**src/hw/rtl/b2b_ram.sv**
```systemverilog
// Generic single-port-write, single-port-read RAM with registered read.
// No dependencies.
`default_nettype none
module b2b_ram #(
    parameter int Width = 64,
    parameter int Depth = 16
) (
    input  wire logic                     i_clk,
    input  wire logic                     i_we,
    input  wire logic [$clog2(Depth)-1:0] i_waddr,
    input  wire logic [Width-1:0]         i_wdata,
    input  wire logic [$clog2(Depth)-1:0] i_raddr,
    output logic      [Width-1:0]         o_rdata
);
    logic [Width-1:0] r_mem [Depth];
    always_ff @(posedge i_clk) begin
        if (i_we) r_mem[i_waddr] <= i_wdata;
        o_rdata <= r_mem[i_raddr];
    end
endmodule
`default_nettype wire

```
**config.mk**
```make
export PLATFORM = sky130hd
export DESIGN_NAME = b2b_ram
export DESIGN_NICKNAME = d
export VERILOG_FILES = /design/src/hw/rtl/b2b_ram.sv
export SDC_FILE = /design/constraint.sdc
export NUM_CORES = 1
export LEC_CHECK = 0
export ABC_CLOCK_PERIOD_IN_PS = 9300
export BUFFER_PORTS_ARGS = -buffer_cell sky130_fd_sc_hd__buf_4
export CAP_MARGIN = 20
export CORE_UTILIZATION = 55
export CTS_CLUSTER_DIAMETER = 100
export DETAILED_ROUTE_END_ITERATION = 12
export HOLD_SLACK_MARGIN = 0.08
export PLACE_DENSITY = 0.7
export SYNTH_ARGS = -nofsm -noshare
export SYNTH_HDL_FRONTEND = slang
export SYNTH_SLANG_ARGS = --single-unit
```
**constraint.sdc**
```tcl
create_clock -name i_clk -period 9.3 [get_ports i_clk]
set_clock_uncertainty 0.1 [all_clocks]
set_input_delay 0.465 -clock i_clk [delete_from_list [all_inputs] [get_ports i_clk]]
set_output_delay 0.465 -clock i_clk [all_outputs]
set_load 0.005 [all_outputs]
```
==> flow_metrics.tcl <==
set metrics [dict create \
    fillers 4573 \
    ys_async_sr_fraction_pct 0 \
    hold_viol_final 0 \
    synth_cell_types 18 \
    clock_path_buffers 3 \
    setup_viol 0 \
    fmax_ghz 0.372 \
    maxCapViolCount 0 \
    clkSlewWorstSetupHoldPaths_ns 0.06 \
    outcome "finished clean" \
    place_hpwl_um 40500 \
    min_path_type "in -> reg" \
    drt.antenna.violating_nets 0 \
    reg2reg_slack_ns 7.85 \
    place.gp.congestion 0.736 \
    tns_ns 0 \
    grt_max_degree 88 \
    cts_max_level 3 \
    whs_ns 0.116 \
    layout.nets 1982 \
    cts_hold_buf 64 \
    synth_seq_cells 1088 \
    detail_route.first_pass.iterations 7 \
    startpoint_type "input pin" \
    port_buffers 137 \
    cts_sinks 1088 \
    drc 0 \
    synth_seq_area_share_pct 80.9 \
    ir_worst_vdd_v 0.000155 \
    endpoint "r_mem[3][54]" \
    synth.top_cell.area_share_pct 77.7 \
    cts_tree "done" \
    reg2reg_depth 3 \
    wirelength_um 84200 \
    overflow 0 \
    cts_resized 0 \
    drt_iter0_drc 1778 \
    area_growth_pct 15.8 \
    grt_setup_unrepaired "false" \
    slew_headroom_pct 26.7 \
    ios 138 \
    std_cell_rows 97 \
    syn-cell-area_um2 39600 \
    die_h_um 270 \
    synth_cells 1647 \
    worstMarginPinSlew_ns 1.10 \
    leakage_nw 14.8 \
    required_ns 9.48 \
    synth_edf_count 1024 \
    die_x_um 270 \
    cts_buffers 107 \
    arrival_ns 2.87 \
    cts_root_buf "clkbuf_16" \
    p_per_area_nw_per_um2 222 \
    grt_pass1_wl_um 124000 \
    regToRegEndpoint "o_rdata[10]" \
    crit_type "in -> reg" \
    multi_input_area_um2 7230 \
    dieArea_um2 73000 \
    syn_nets 1721 \
    finalCriticalPeriod_ns 2.69 \
    antenna_found_initial 4 \
    reg2reg_from "r_mem[11][10]" \
    core_area_um2 70600 \
    grt_usage_pct 23.4 \
    postCtsSetupBuffers 0 \
    hold_depth 2 \
    yosysMostFrequentCell "edfxtp_1" \
    yosysTopAreaCell "edfxtp_1" \
    drive_above_1_share_pct 30.1 \
    slew_violations 0 \
    avgRoutedWirePerCell_um 28.7 \
    vias 18200 \
    regArea_um2 32000 \
    grt_pass1_vias 19000 \
    endpoint_kind "flop" \
    critPathMaxFanout 45 \
    synth_area_leaders "edfxtp_1 (78%), mux4_2 (15%), dfxtp_1 (3.2%)" \
    synth.avg_cell_area_um2 24.0 \
    min_period_over_period_pct 28.9 \
    setup.worst_path.start "i_waddr[2]" \
    synth_ff_type "edfxtp_1" \
    avgViaCountPerCell 6.19 \
    clkLatencyLatePin_ns 0.67 \
    ys_warn_count 0 \
    start_util_pct 56.0 \
    synth_commonest_cells "edfxtp_1 (1024), mux4_2 (256), a22oi_1 (128)" \
]
[per-layer routing]
layer  track usage, %  part of all wire, %  vias up  wire (um)
li1                 -                    -     7576          -
met1             33.7                   42     9751      35000
met2             38.3                   50      743      42000
met3             3.41                  6.8      116       5720
met4             5.81                  1.6        4       1370
met5                0                0.032        -         27
[power breakdown]
part | total [W] | internal [W] | switching (W)
Combinational | 0.000502 | 0.000230 | 0.000272
Clock | 0.00417 | 0.00241 | 0.00176
Sequential | 0.00552 | 0.00548 | 0.0000402
[final cells by class]
cell class | count | area share, %
antenna | 2 | 0.0109
clock buffer | 147 | 6.41
clock inverter | 50 | 1.07
multi-input combinational | 475 | 15.8
sequential | 1088 | 69.9
tap | 940 | 2.57
timing repair buffer | 236 | 4.25
[state kept, by name, indices dropped and copies added (netlist names)]
name,flops
r_mem,1024
o_rdata,64
[worst min-delay path by stage]
stage	end	from	slack [ns]
after floorplan	r_mem[0][0]	i_wdata[0]	0.46
after global routing	r_mem[12][38]	i_waddr[0]	0.11
after CTS	r_mem[12][38]	i_waddr[0]	0.08
final	r_mem[12][38]	i_waddr[0]	0.12
after detailed placement	o_rdata[49]	r_mem[15][49]	0.56
after global placement	o_rdata[6]	r_mem[14][6]	0.55
[cells in the final DEF, fill, tap and decap left out, drive strengths merged, types with 3 or more instances in the layout]
cell type       n
nand2          65
clkinvlp        3
nor2           13
buf           172
dfxtp          64
a22oi         128
edfxtp       1024
clkbuf        147
dlygate4sd3    64
mux4          256
inv             3
nor3            4
clkinv         37
bufinv          7
[through the flow]
| step | setup slack [ns] | util [%] | instance area, um2 | total power [W] | instances |
|---|---|---|---|---|---|
| 2_1_floorplan | 3.31 | - | 39600 | 0.00588 | 1647 |
| 3_3_place_gp | 5.95 | 59.1 | 41700 | 0.00609 | 2675 |
| 3_5_place_dp | 5.89 | 59.1 | 41700 | 0.00611 | 2675 |
| 4_1_cts | 6.61 | 64.9 | 45800 | 0.0103 | 2936 |
| 5_1_grt | 6.39 | 64.9 | 45800 | 0.0105 | 2938 |
| 6_report | 6.61 | 64.9 | 45800 | 0.0102 | 2938 |
[cells by family (layout without fill, tap and decap cells)]
group | count (synthesis) | count (layout) | synth area share, %
DFF | 1088 | 1088 | 80.9
muxes | 256 | 256 | 14.6
and+or+nand+nor | 91 | 91 | 0.942
AOI/OAI and AO/OA | 128 | 128 | 2.43
buffers and inverters | 84 | 433 | 1.14
other | 0 | 2 | 0
[critical path: stages]
cell	delay [ns]
buf_4	0.12
or3b_2	0.60
nor2_4	0.79
buf_4	0.73
(Power assumes the default switching activity.)
